## src/hdl/pqcs_pkg.sv

```systemverilog
package pqcs_pkg;

    localparam int MAX_POINT_COUNT_DEF = 32;
    localparam int COORD_WIDTH_DEF     = 32;
    localparam int LOC_W               = 3;
    localparam int IDX_W               = 6;
    localparam int QUEUE_DEPTH         = 2;

    typedef enum logic [LOC_W-1:0] {
        LOC_Q1     = 3'd0,
        LOC_Q2     = 3'd1,
        LOC_Q3     = 3'd2,
        LOC_Q4     = 3'd3,
        LOC_XAXIS  = 3'd4,
        LOC_YAXIS  = 3'd5,
        LOC_ORIGIN = 3'd6
    } loc_t;

    // control part of one classified point on its way to the back end
    typedef struct packed {
        logic keep;      // point has a store slot
        logic last;      // point closes the set
        logic dropped;   // some point of this run found the store full
        loc_t code;
    } pqcs_ctl_t;

    localparam int CTL_W = $bits(pqcs_ctl_t);

    typedef enum logic [1:0] {
        BK_LOAD,
        BK_READ,
        BK_CHECK
    } back_state_t;

endpackage

```

## src/hdl/pqcs_front.sv

```systemverilog
module pqcs_front
    import pqcs_pkg::*;
#(
    parameter int MAX_POINT_COUNT = MAX_POINT_COUNT_DEF,
    parameter int COORD_WIDTH     = COORD_WIDTH_DEF,
    localparam int ADDR_W = (MAX_POINT_COUNT > 1) ? $clog2(MAX_POINT_COUNT) : 1,
    localparam int CNT_W  = $clog2(MAX_POINT_COUNT + 1)
)
(
    input  logic                   clk,
    input  logic                   rst_n,
    input  logic [COORD_WIDTH-1:0] x_coord,
    input  logic [COORD_WIDTH-1:0] y_coord,
    input  logic                   final_point,
    input  logic                   push,
    input  logic                   q_full,
    output logic                   q_push,
    output pqcs_ctl_t              q_ctl,
    output logic [ADDR_W-1:0]      q_idx
);

    logic [CNT_W-1:0] count_reg, count_next;
    logic             ovf_reg, ovf_next;
    logic             has_room;
    logic             x_neg, y_neg, x_zero, y_zero;
    loc_t             code;

    assign x_neg  = x_coord[COORD_WIDTH-1];
    assign y_neg  = y_coord[COORD_WIDTH-1];
    assign x_zero = (x_coord == '0);
    assign y_zero = (y_coord == '0);

    always_comb
    begin
        priority if (x_zero && y_zero)
            code = LOC_ORIGIN;
        else if (x_zero)
            code = LOC_YAXIS;
        else if (y_zero)
            code = LOC_XAXIS;
        else if (!y_neg)
            code = x_neg ? LOC_Q2 : LOC_Q1;
        else
            code = x_neg ? LOC_Q3 : LOC_Q4;
    end

    assign has_room = (count_reg < CNT_W'(MAX_POINT_COUNT));
    assign q_push   = push && !q_full;

    assign q_ctl.keep    = has_room;
    assign q_ctl.last    = final_point;
    assign q_ctl.dropped = ovf_reg || !has_room;
    assign q_ctl.code    = code;
    assign q_idx         = count_reg[ADDR_W-1:0];

    always_comb
    begin
        count_next = count_reg;
        ovf_next   = ovf_reg;
        if (q_push)
        begin
            if (final_point)
            begin
                count_next = '0;
                ovf_next   = 1'b0;
            end
            else if (has_room)
                count_next = count_reg + CNT_W'(1);
            else
                ovf_next = 1'b1;
        end
    end

    always_ff @(posedge clk or negedge rst_n)
    begin
        if (!rst_n)
        begin
            count_reg <= '0;
            ovf_reg   <= 1'b0;
        end
        else
        begin
            count_reg <= count_next;
            ovf_reg   <= ovf_next;
        end
    end

endmodule

```

## src/hdl/pqcs_fifo.sv

```systemverilog
module pqcs_fifo
    import pqcs_pkg::*;
#(
    parameter int WIDTH = 8,
    parameter int DEPTH = QUEUE_DEPTH,
    localparam int PTR_W = (DEPTH > 1) ? $clog2(DEPTH) : 1,
    localparam int CNT_W = $clog2(DEPTH + 1)
)
(
    input  logic             clk,
    input  logic             rst_n,
    input  logic             wr_en,
    input  logic [WIDTH-1:0] wr_data,
    output logic             full,
    input  logic             rd_en,
    output logic [WIDTH-1:0] rd_data,
    output logic             empty
);

    logic [WIDTH-1:0] slot_reg [DEPTH];
    logic [PTR_W-1:0] wr_ptr_reg, wr_ptr_next;
    logic [PTR_W-1:0] rd_ptr_reg, rd_ptr_next;
    logic [CNT_W-1:0] cnt_reg, cnt_next;
    logic             do_wr, do_rd;

    assign full    = (cnt_reg == CNT_W'(DEPTH));
    assign empty   = (cnt_reg == '0);
    assign do_wr   = wr_en && !full;
    assign do_rd   = rd_en && !empty;
    assign rd_data = slot_reg[rd_ptr_reg];

    always_comb
    begin
        wr_ptr_next = wr_ptr_reg;
        rd_ptr_next = rd_ptr_reg;
        cnt_next    = cnt_reg;
        if (do_wr)
            wr_ptr_next = (wr_ptr_reg == PTR_W'(DEPTH - 1)) ? '0 : wr_ptr_reg + PTR_W'(1);
        if (do_rd)
            rd_ptr_next = (rd_ptr_reg == PTR_W'(DEPTH - 1)) ? '0 : rd_ptr_reg + PTR_W'(1);
        if (do_wr && !do_rd)
            cnt_next = cnt_reg + CNT_W'(1);
        else if (do_rd && !do_wr)
            cnt_next = cnt_reg - CNT_W'(1);
    end

    always_ff @(posedge clk or negedge rst_n)
    begin
        if (!rst_n)
        begin
            wr_ptr_reg <= '0;
            rd_ptr_reg <= '0;
            cnt_reg    <= '0;
        end
        else
        begin
            wr_ptr_reg <= wr_ptr_next;
            rd_ptr_reg <= rd_ptr_next;
            cnt_reg    <= cnt_next;
        end
    end

    always_ff @(posedge clk)
    begin
        if (do_wr)
            slot_reg[wr_ptr_reg] <= wr_data;
    end

endmodule

```

## src/hdl/pqcs_back.sv

```systemverilog
module pqcs_back
    import pqcs_pkg::*;
#(
    parameter int MAX_POINT_COUNT = MAX_POINT_COUNT_DEF,
    parameter int COORD_WIDTH     = COORD_WIDTH_DEF,
    localparam int ADDR_W = (MAX_POINT_COUNT > 1) ? $clog2(MAX_POINT_COUNT) : 1,
    localparam int CNT_W  = $clog2(MAX_POINT_COUNT + 1),
    localparam int ENT_W  = 2 * COORD_WIDTH + LOC_W
)
(
    input  logic                   clk,
    input  logic                   rst_n,
    input  logic                   q_empty,
    output logic                   q_pop,
    input  pqcs_ctl_t              q_ctl,
    input  logic [ADDR_W-1:0]      q_idx,
    input  logic [COORD_WIDTH-1:0] q_x,
    input  logic [COORD_WIDTH-1:0] q_y,
    output logic [IDX_W-1:0]       point_index,
    output logic [COORD_WIDTH-1:0] out_x,
    output logic [COORD_WIDTH-1:0] out_y,
    output logic [LOC_W-1:0]       location_code,
    output logic                   run_last,
    output logic                   points_dropped,
    output logic                   empty,
    input  logic                   pop
);

    logic [ENT_W-1:0]       mem [MAX_POINT_COUNT];
    logic [ENT_W-1:0]       rd_data_reg;

    back_state_t            state_reg, state_next;
    logic [CNT_W-1:0]       count_reg, count_next;
    loc_t                   max_code_reg, max_code_next;
    logic [ADDR_W-1:0]      last_idx_reg, last_idx_next;
    logic                   drop_reg, drop_next;
    loc_t                   scan_code_reg, scan_code_next;
    logic [ADDR_W-1:0]      scan_idx_reg, scan_idx_next;

    logic                   out_valid_reg, out_valid_next;
    logic [IDX_W-1:0]       out_idx_reg;
    logic [COORD_WIDTH-1:0] out_x_reg, out_y_reg;
    loc_t                   out_code_reg;
    logic                   out_last_reg, out_drop_reg;

    logic                   take, wr_en, rd_en, load_out;
    logic                   code_match, is_last, out_free, row_end;
    loc_t                   rd_code;
    logic [COORD_WIDTH-1:0] rd_x, rd_y;

    assign take  = (state_reg == BK_LOAD) && !q_empty;
    assign wr_en = take && q_ctl.keep;

    assign rd_code = loc_t'(rd_data_reg[LOC_W-1:0]);
    assign rd_y    = rd_data_reg[LOC_W +: COORD_WIDTH];
    assign rd_x    = rd_data_reg[LOC_W + COORD_WIDTH +: COORD_WIDTH];

    assign code_match = (rd_code == scan_code_reg);
    // the last result is the newest entry holding the highest code of the run
    assign is_last    = (scan_code_reg == max_code_reg) && (scan_idx_reg == last_idx_reg);
    assign out_free   = !out_valid_reg || pop;
    assign row_end    = ((CNT_W'(scan_idx_reg) + CNT_W'(1)) == count_reg);

    always_comb
    begin
        state_next = state_reg;
        unique case (state_reg)
            BK_LOAD:
                if (take && q_ctl.last)
                    state_next = BK_READ;
            BK_READ:
                state_next = BK_CHECK;
            BK_CHECK:
                if (!code_match || out_free)
                    state_next = is_last ? BK_LOAD : BK_READ;
            default:
                state_next = BK_LOAD;
        endcase
    end

    always_comb
    begin
        q_pop    = 1'b0;
        rd_en    = 1'b0;
        load_out = 1'b0;
        unique case (state_reg)
            BK_LOAD:  q_pop    = take;
            BK_READ:  rd_en    = 1'b1;
            BK_CHECK: load_out = code_match && out_free;
            default:  q_pop    = 1'b0;
        endcase
    end

    always_comb
    begin
        count_next     = count_reg;
        max_code_next  = max_code_reg;
        last_idx_next  = last_idx_reg;
        drop_next      = drop_reg;
        scan_code_next = scan_code_reg;
        scan_idx_next  = scan_idx_reg;
        if (wr_en)
        begin
            count_next = CNT_W'(q_idx) + CNT_W'(1);
            if (q_idx == '0 || q_ctl.code >= max_code_reg)
            begin
                max_code_next = q_ctl.code;
                last_idx_next = q_idx;
            end
        end
        if (take && q_ctl.last)
        begin
            drop_next      = q_ctl.dropped;
            scan_code_next = LOC_Q1;
            scan_idx_next  = '0;
        end
        if (state_reg == BK_CHECK && (!code_match || out_free) && !is_last)
        begin
            if (row_end)
            begin
                scan_idx_next  = '0;
                scan_code_next = loc_t'(scan_code_reg + LOC_W'(1));
            end
            else
                scan_idx_next = scan_idx_reg + ADDR_W'(1);
        end
    end

    always_comb
    begin
        out_valid_next = out_valid_reg;
        if (load_out)
            out_valid_next = 1'b1;
        else if (pop)
            out_valid_next = 1'b0;
    end

    always_ff @(posedge clk or negedge rst_n)
    begin
        if (!rst_n)
        begin
            state_reg     <= BK_LOAD;
            count_reg     <= '0;
            max_code_reg  <= LOC_Q1;
            last_idx_reg  <= '0;
            drop_reg      <= 1'b0;
            scan_code_reg <= LOC_Q1;
            scan_idx_reg  <= '0;
            out_valid_reg <= 1'b0;
        end
        else
        begin
            state_reg     <= state_next;
            count_reg     <= count_next;
            max_code_reg  <= max_code_next;
            last_idx_reg  <= last_idx_next;
            drop_reg      <= drop_next;
            scan_code_reg <= scan_code_next;
            scan_idx_reg  <= scan_idx_next;
            out_valid_reg <= out_valid_next;
        end
    end

    always_ff @(posedge clk)
    begin
        if (wr_en)
            mem[q_idx] <= {q_x, q_y, q_ctl.code};
        if (rd_en)
            rd_data_reg <= mem[scan_idx_reg];
    end

    always_ff @(posedge clk)
    begin
        if (load_out)
        begin
            out_idx_reg  <= IDX_W'(scan_idx_reg);
            out_x_reg    <= rd_x;
            out_y_reg    <= rd_y;
            out_code_reg <= rd_code;
            out_last_reg <= is_last;
            out_drop_reg <= drop_reg;
        end
    end

    assign empty          = !out_valid_reg;
    assign point_index    = out_idx_reg;
    assign out_x          = out_x_reg;
    assign out_y          = out_y_reg;
    assign location_code  = out_code_reg;
    assign run_last       = out_last_reg;
    assign points_dropped = out_drop_reg;

endmodule

```

## src/hdl/point_quadrant_classify_sort_top.sv

```systemverilog
// Points enter one per cycle while full is low; each is classified into a location code
// (quadrants Q1..Q4 as 0..3, x-axis 4, y-axis 5, origin 6), given its arrival index and
// passed through a two-entry queue into a MAX_POINT_COUNT-entry store. The point marked
// final_point starts the sorted run: the back end walks the store once per code, 0 to 6,
// reading one entry per pass through BK_READ and BK_CHECK via the single registered read
// port of the store, and stops at the last result. During the run the queue is not
// drained, so once it fills full stays high. Points beyond the store's capacity are
// dropped and every result of that run shows points_dropped. The result register lets
// the next result be prepared while one waits.
module point_quadrant_classify_sort_top
    import pqcs_pkg::*;
#(
    parameter int MAX_POINT_COUNT = MAX_POINT_COUNT_DEF,
    parameter int COORD_WIDTH     = COORD_WIDTH_DEF
)
(
    input  logic                   clk,
    input  logic                   rst_n,
    input  logic [COORD_WIDTH-1:0] x_coord,
    input  logic [COORD_WIDTH-1:0] y_coord,
    input  logic                   final_point,
    input  logic                   push,
    output logic                   full,
    output logic [IDX_W-1:0]       point_index,
    output logic [COORD_WIDTH-1:0] out_x,
    output logic [COORD_WIDTH-1:0] out_y,
    output logic [LOC_W-1:0]       location_code,
    output logic                   run_last,
    output logic                   points_dropped,
    output logic                   empty,
    input  logic                   pop
);

    localparam int ADDR_W = (MAX_POINT_COUNT > 1) ? $clog2(MAX_POINT_COUNT) : 1;
    localparam int ITEM_W = 2 * COORD_WIDTH + ADDR_W + CTL_W;

    logic                   f_push, q_full, q_empty, q_pop;
    pqcs_ctl_t              f_ctl, b_ctl;
    logic [ADDR_W-1:0]      f_idx, b_idx;
    logic [COORD_WIDTH-1:0] b_x, b_y;
    logic [ITEM_W-1:0]      q_rd_data;

    pqcs_front #(
        .MAX_POINT_COUNT(MAX_POINT_COUNT),
        .COORD_WIDTH    (COORD_WIDTH)
    ) u_front (
        .clk        (clk),
        .rst_n      (rst_n),
        .x_coord    (x_coord),
        .y_coord    (y_coord),
        .final_point(final_point),
        .push       (push),
        .q_full     (q_full),
        .q_push     (f_push),
        .q_ctl      (f_ctl),
        .q_idx      (f_idx)
    );

    pqcs_fifo #(
        .WIDTH(ITEM_W),
        .DEPTH(QUEUE_DEPTH)
    ) u_queue (
        .clk    (clk),
        .rst_n  (rst_n),
        .wr_en  (f_push),
        .wr_data({x_coord, y_coord, f_idx, f_ctl}),
        .full   (q_full),
        .rd_en  (q_pop),
        .rd_data(q_rd_data),
        .empty  (q_empty)
    );

    assign b_ctl = pqcs_ctl_t'(q_rd_data[CTL_W-1:0]);
    assign b_idx = q_rd_data[CTL_W +: ADDR_W];
    assign b_y   = q_rd_data[CTL_W + ADDR_W +: COORD_WIDTH];
    assign b_x   = q_rd_data[CTL_W + ADDR_W + COORD_WIDTH +: COORD_WIDTH];

    pqcs_back #(
        .MAX_POINT_COUNT(MAX_POINT_COUNT),
        .COORD_WIDTH    (COORD_WIDTH)
    ) u_back (
        .clk           (clk),
        .rst_n         (rst_n),
        .q_empty       (q_empty),
        .q_pop         (q_pop),
        .q_ctl         (b_ctl),
        .q_idx         (b_idx),
        .q_x           (b_x),
        .q_y           (b_y),
        .point_index   (point_index),
        .out_x         (out_x),
        .out_y         (out_y),
        .location_code (location_code),
        .run_last      (run_last),
        .points_dropped(points_dropped),
        .empty         (empty),
        .pop           (pop)
    );

    assign full = q_full;

endmodule

```

## config.mk

```make
export PLATFORM = sky130hd
export DESIGN_NAME = point_quadrant_classify_sort_top
export DESIGN_NICKNAME = d
export VERILOG_FILES = /design/src/hdl/pqcs_pkg.sv /design/src/hdl/pqcs_front.sv /design/src/hdl/pqcs_fifo.sv /design/src/hdl/pqcs_back.sv /design/src/hdl/point_quadrant_classify_sort_top.sv
export SDC_FILE = /design/constraint.sdc
export NUM_CORES = 2
export LEC_CHECK = 0
export BUFFER_PORTS_ARGS = -buffer_cell sky130_fd_sc_hd__buf_2
export CORE_UTILIZATION = 49
export CTS_BUF_LIST = sky130_fd_sc_hd__clkbuf_4 sky130_fd_sc_hd__clkbuf_8 sky130_fd_sc_hd__clkbuf_16
export CTS_CLUSTER_SIZE = 8
export DETAILED_ROUTE_END_ITERATION = 6
export HOLD_SLACK_MARGIN = 0.02
export PLACE_DENSITY_LB_ADDON = 0.08
export SYNTH_ARGS = -nofsm -noshare
export SYNTH_HDL_FRONTEND = slang
export SYNTH_SLANG_ARGS = --single-unit
```

## constraint.sdc

```tcl
create_clock -name clk -period 5.7 [get_ports clk]
set_input_delay 1.14 -clock clk [delete_from_list [all_inputs] [get_ports clk]]
set_output_delay 1.14 -clock clk [all_outputs]
set_load 0.02 [all_outputs]
```

Word-level counts from Yosys, hierarchy flattened:

Memory sizes are Yosys's and may differ from the RTL's. A register that Yosys moved wholly into a read port is not among the register bits.
Index checks and enable logic that the tools add are counted.
Widths: inputs -> output; s select.

* register bits: 111
* RAM bits: 2294
* input bits: 69
* output and inout port bits: 77
* word-level logic and storage cells: 113
* memories: 2

Memory list
* u_back.mem: words 32, width 67, rd ports 1, clocked after Yosys merged registers in 1, write ports 1, line pqcs_back.sv:29 `logic [ENT_W-1:0] mem [MAX_POINT_COUNT];`
* u_queue.slot_reg: words 2, width 75, rd ports 1, clocked after Yosys merged registers in 0, write ports 1, line pqcs_fifo.sv:20 `logic [WIDTH-1:0] slot_reg [DEPTH];`

* add/subtract/negate cells: 9
* $lt $le $gt $ge: 2
* equality and inequality tests: 10
* muxes and demuxes: 33
* reductions and logical operators: 38

Operators with widths (number)
* $logic_not 32->1: 2
* $mux 3: 7
* $mux 1: 16
* $mux 5: 3
* $logic_and 1x1->1: 13
* $add 5x1->6 const B: 2
* $mux 6: 2
* $logic_not 1->1: 8
* $mux 2: 4
* $reduce_and 2->1: 4
* $reduce_bool 2->1: 4
* $add 6x1->6 const B: 1
* $eq 3x3->1: 2
* $eq 6x6->1: 1
* $lt 6x6->1 const B: 1
* $pmux 2 s3: 1
* $add 5x1->5 const B: 1
* $eq 5x5->1: 1
* $logic_not 5->1: 1
* $eq 2x2->1 const B: 2
* $logic_not 2->1: 2
* $logic_or 1x1->1: 4
* $ne 2x2->1 const B: 2
* $add 3x1->3 const B: 1
* 6 further kinds: 7

Depth between registers and ports, before layout:

* depth in word-level cells: 8
* gate-level depth with buffers: 11

Cells and area by module:

From an unflattened synthesis, not the netlist that was laid out.

* cell total of the unflattened synthesis: 3710
* area total of the unflattened synthesis: 93302.0 µm²

Modules (own cells, without submodules)
* pqcs_back: instances 1, cells each 3380, area each 86919.6 µm², seq. area each 69266.4 µm²
* pqcs_fifo: instances 1, cells each 252, area each 5763.0 µm², seq. area each 4604.4 µm²
* pqcs_front: instances 1, cells each 78, area each 619.3 µm², seq. area each 175.2 µm²

Least setup slack after synthesis:

OpenSTA, ideal clock, no wires.

* path kind: input to register
* from: input push
* to: memory u_queue.slot_reg[0][0] in the netlist's numbering (enable)
* library setup time: 509 ps
* arrival time: 4576 ps
* data required time: 5191 ps
* setup slack: 614 ps
* stages: 3
* buffers on the path: 1
* path through: nand2_1 clkbuf_1 nor2_1

* cells in the longest elaborated chain, start to end: 4

RTL lines
* start: declaration: line point_quadrant_classify_sort_top.sv:22 `input logic push,`
* $logic_and 1x1->1: line pqcs_front.sv:48 `assign q_push = push && !q_full;`
* $logic_and 1x1->1: line pqcs_fifo.sv:28 `assign do_wr = wr_en && !full;`
* $mux 1: line pqcs_fifo.sv:65 `if (do_wr)`
* $mux 1 (not written as such): line pqcs_fifo.sv:66 `slot_reg[wr_ptr_reg] <= wr_data;`
* end: declaration: line pqcs_fifo.sv:20

No other way between the ends.

Worst setup path in the final report:

* from: register u_queue.rd_ptr_reg
* to: memory u_back.mem[8][39] in the netlist's numbering (enable)

* cells in the longest elaborated chain, start to end: 4

RTL lines
* start: declaration: line pqcs_fifo.sv:22 `logic [PTR_W-1:0] rd_ptr_reg, rd_ptr_next;`
* start signal: assignment: line pqcs_fifo.sv:58 `rd_ptr_reg <= rd_ptr_next;`
* $mem_v2 2x75 *
* $logic_and 1x1->1: line pqcs_back.sv:52 `assign wr_en = take && q_ctl.keep;`
* $mux 1: line pqcs_back.sv:166 `if (wr_en)`
* $mux 1 (not written as such): line pqcs_back.sv:167 `mem[q_idx] <= {q_x, q_y, q_ctl.code};`
* end: declaration: line pqcs_back.sv:29

Mark *: on every way between the ends. The rest lies on a longest branch, timed or not.

==> impl_metrics.tcl <==
set metrics [dict create \
    vias_in_the_first_global_route 42960 \
    io_buffers 144 \
    post_cts.repair.setup_buffers 0 \
    cts-root-buf "clkbuf_16" \
    largest_reg_flops 2144 \
    post_route_cells_drive_above_1_share_pct 36.01 \
    numCtsBuffers 359 \
    worst_skew_pair.late_latency_ps 940 \
    num_vias 41260 \
    cp_num_buf_inv 1 \
    worstSetupStartpointType "flop" \
    report.final.setup_viol 0 \
    cp_slowest_cell "nor2_4" \
    finalWorstPathRequiredPeriod_ps 3895 \
    antenna_found_initial 8 \
    timing.critical_path.cells "mux2i_1 -> nor2_1 -> nand2_1 -> nor2_4 -> buf_12" \
    drt_pre_antenna_iters 7 \
    yosys_warnings 0 \
    postRouteAntennaNets 0 \
    overflow 0 \
    timing.fmax_ghz 0.2568 \
    tightest_slew_ps 1198 \
    combPwrFrac_pct 20.3 \
    outcome "finished, violations left" \
    design.core.area_mm2 0.1882 \
    layout_setup_ws_ps 1805 \
    finalHoldViolCount 0 \
    placement_rows 159 \
    grt_first_pass_wirelength_um 323200 \
    clkSlewWorstSetupHoldPaths_ps 60 \
    cts_num_sinks 2472 \
    slew_viol_final 0 \
    synth_top_cell_area_share_pct 78.59 \
    syn-num-nets 3779 \
    synthFlopType "edfxtp_1" \
    worst_clock_skew_ps 49.05 \
    cts_tree "built" \
    timing.setup.tns_ps 0 \
    leak_pwr_nw 33.14 \
    criticalPathCategory "flop to flop" \
    timing.final.crit_share_pct 68.32 \
    worst_slew_margin_rel_pct 19.36 \
    synth.yosys.seq_area_share_pct 79.59 \
    final.fill_count 13610 \
    unrepaired_setup_endpoints_after_global_routing "false" \
    yosys-top-cells-area "edfxtp_1, mux4_2, mux2_2, dfrtp_1, clkbuf_1" \
    post_drt_wl_per_cell_um 34.45 \
    cts_max_path_buffers 4 \
    synthesis.instances 3699 \
    number_of_vias_per_cell 6.188 \
    initial_utilization_pct 49.43 \
    p_sw_mw 14.20 \
    finish.net_count 4220 \
    power-per-cell-area_mw_per_mm2 501.8 \
    swShare_pct 26.41 \
    critPathArrivalTime_ps 4460 \
    synth.distinct_cells 45 \
    sequential_cell_fraction_of_total_power_pct 45.7 \
    seqCellArea_mm2 0.07407 \
    holdCritPathClass "input pin to asynchronous set/reset pin" \
    fp.dieH_um 437.7 \
    max_cap_violation_count 0 \
    synth-edff-count 2435 \
    critical_path.top_delay_family "simple AND/OR/NAND/NOR gates" \
    synth_top_cell_by_area "edfxtp_1" \
    postSynthRegisterBits 2472 \
    type_of_destination_of_the_critical_path "flop" \
    synth.most_common_cell "edfxtp_1" \
    synth.cells.most_frequent "edfxtp_1, mux4_2, mux2_2" \
    design.die.area_mm2 0.1916 \
    postCtsHoldBufs 0 \
    syn-cell-area_mm2 0.09303 \
    area_taken_by_multi_input_logic_gates_mm2 0.01839 \
    gp_congestion 0.7388 \
    synth_area_per_cell_um2 25.15 \
    cts.htree.levels 5 \
    maximum_number_of_pins_on_one_net_before_global_route_repair 76 \
    place.detailed.hpwl_um 110600 \
    clock_power_share_pct 34.0 \
    dp_slack_ps 1793 \
    first_iter_violations 4415 \
    relative_area_change_from_synthesis_to_final_layout_pct 15.17 \
    internal_power_mw 39.56 \
    ir_drop_v 0.0003303 \
    crit_path_max_fanout 31 \
    io-pin-count 146 \
    die_width_um 437.7 \
    drc 10 \
    grt_usage_pct 24.26 \
    final_wirelength_um 229700 \
    synth-async-reset-ratio_pct 1.497 \
    critPathRequiredTime_ps 6270 \
    failing_checks "DRC" \
    postCtsResizedCells 0 \
    worst_path_largest_cell_delay_ps 900 \
]
==> per-stage QoR <==
stage / hold slack [ps] / area, um2 / total power [mW] / utilization [%] / instances
floorplan: 400.3 / 93030 / 32.09 / - / 3699
global placement: 400.3 / 97770 / 35.85 / 51.95 / 6274
detailed placement: 404.5 / 97770 / 36.00 / 51.95 / 6274
CTS: 316.1 / 107100 / 54.36 / 56.92 / 6663
global route: 367.9 / 107100 / 55.67 / 56.92 / 6663
finish: 340.7 / 107100 / 53.76 / 56.93 / 6668
==> cell type report <==
class | instances | area share [%]
flip-flops and latches | 2472 | 69.13
multi-input cells | 1040 | 17.16
clock buffers | 384 | 8.691
well taps | 2495 | 2.914
repair buffers | 253 | 1.997
inverters | 14 | 0.04905
clock inverters | 5 | 0.04671
diodes | 5 | 0.01168
==> final timing paths <==
| check | startpoint | endpoint | slack (ps) | depth (start not counted) |
|---|---|---|---|---|
| setup / recovery | u_queue.rd_ptr_reg | u_back.mem[8][39] | 1810 | 5 |
| hold / removal | rst_n | u_back.max_code_reg[0] | 340 | 1 |
| setup reg to reg | u_queue.rd_ptr_reg | u_back.mem[8][39] | 1810 | 5 |
| hold reg to reg | u_back.rd_data_reg[20] | u_back.out_y[17] | 400 | 0 |
| max in group asynchronous | rst_n | u_back.scan_idx_reg[1] | 4680 | 1 |
| min in group clk | u_back.rd_data_reg[20] | u_back.out_y[17] | 400 | 0 |
==> layout by cell type, fill, tap and decap left out, types with 2 or more instances in the layout <==
cell type / n
edfxtp_1: 2435
mux4_2: 670
clkbuf_16: 367
buf_2: 144
mux2_2: 143
buf_4: 61
buf_12: 48
nor2_4: 34
nand2_1: 32
dfrtp_1: 31
xnor2_1: 19
clkbuf_4: 17
nor4_1: 16
inv_1: 14
nor2_1: 14
o21ai_0: 12
ha_1: 11
xor2_1: 10
mux2i_1: 9
nand4_1: 7
nand3_1: 7
nor3_1: 7
a21oi_1: 7
mux2_1: 7
dfrtp_4: 6
diode_2: 5
nand2b_1: 3
nor2b_1: 3
o21ai_1: 3
or2_2: 3
a21o_1: 2
a22o_1: 2
o21bai_1: 2
clkinv_8: 2
==> metal layers <==
layer	global-route usage, %	vias to the layer above	share of wire (%)
li1	-	16720	-
met1	34.81	22740	42
met2	39.04	1489	49
met3	4.285	307	6.2
met4	6.046	6	2.1
met5	0	-	0.017
==> cell families (layout without fill, tap and decap cells) <==
logic type / count (synthesis) / after routing / share of synthesized area [%]
flip-flops: 2472 / 2472 / 79.59
multiplexers: 829 / 829 / 18.13
buffers and inverters: 187 / 656 / 0.9333
AND/OR/NAND/NOR: 134 / 134 / 0.6805
AO/OA/AOI/OAI: 36 / 36 / 0.2394
XOR/XNOR: 29 / 29 / 0.2730
adder cells (fa/ha/maj): 11 / 11 / 0.1479
other: 1 / 6 / 0.004031
==> power groups by stage <==
stage	Combinational [mW]	Sequential [mW]	Clock, mW
CTS	11.1	24.6	18.6
global route	11.7	24.7	19.3
finish	10.9	24.6	18.3
floorplan	7.47	24.6	0
detailed placement	11.1	24.9	0
global placement	11.0	24.9	0
No activity file was read; power rests on OpenSTA's default activity.
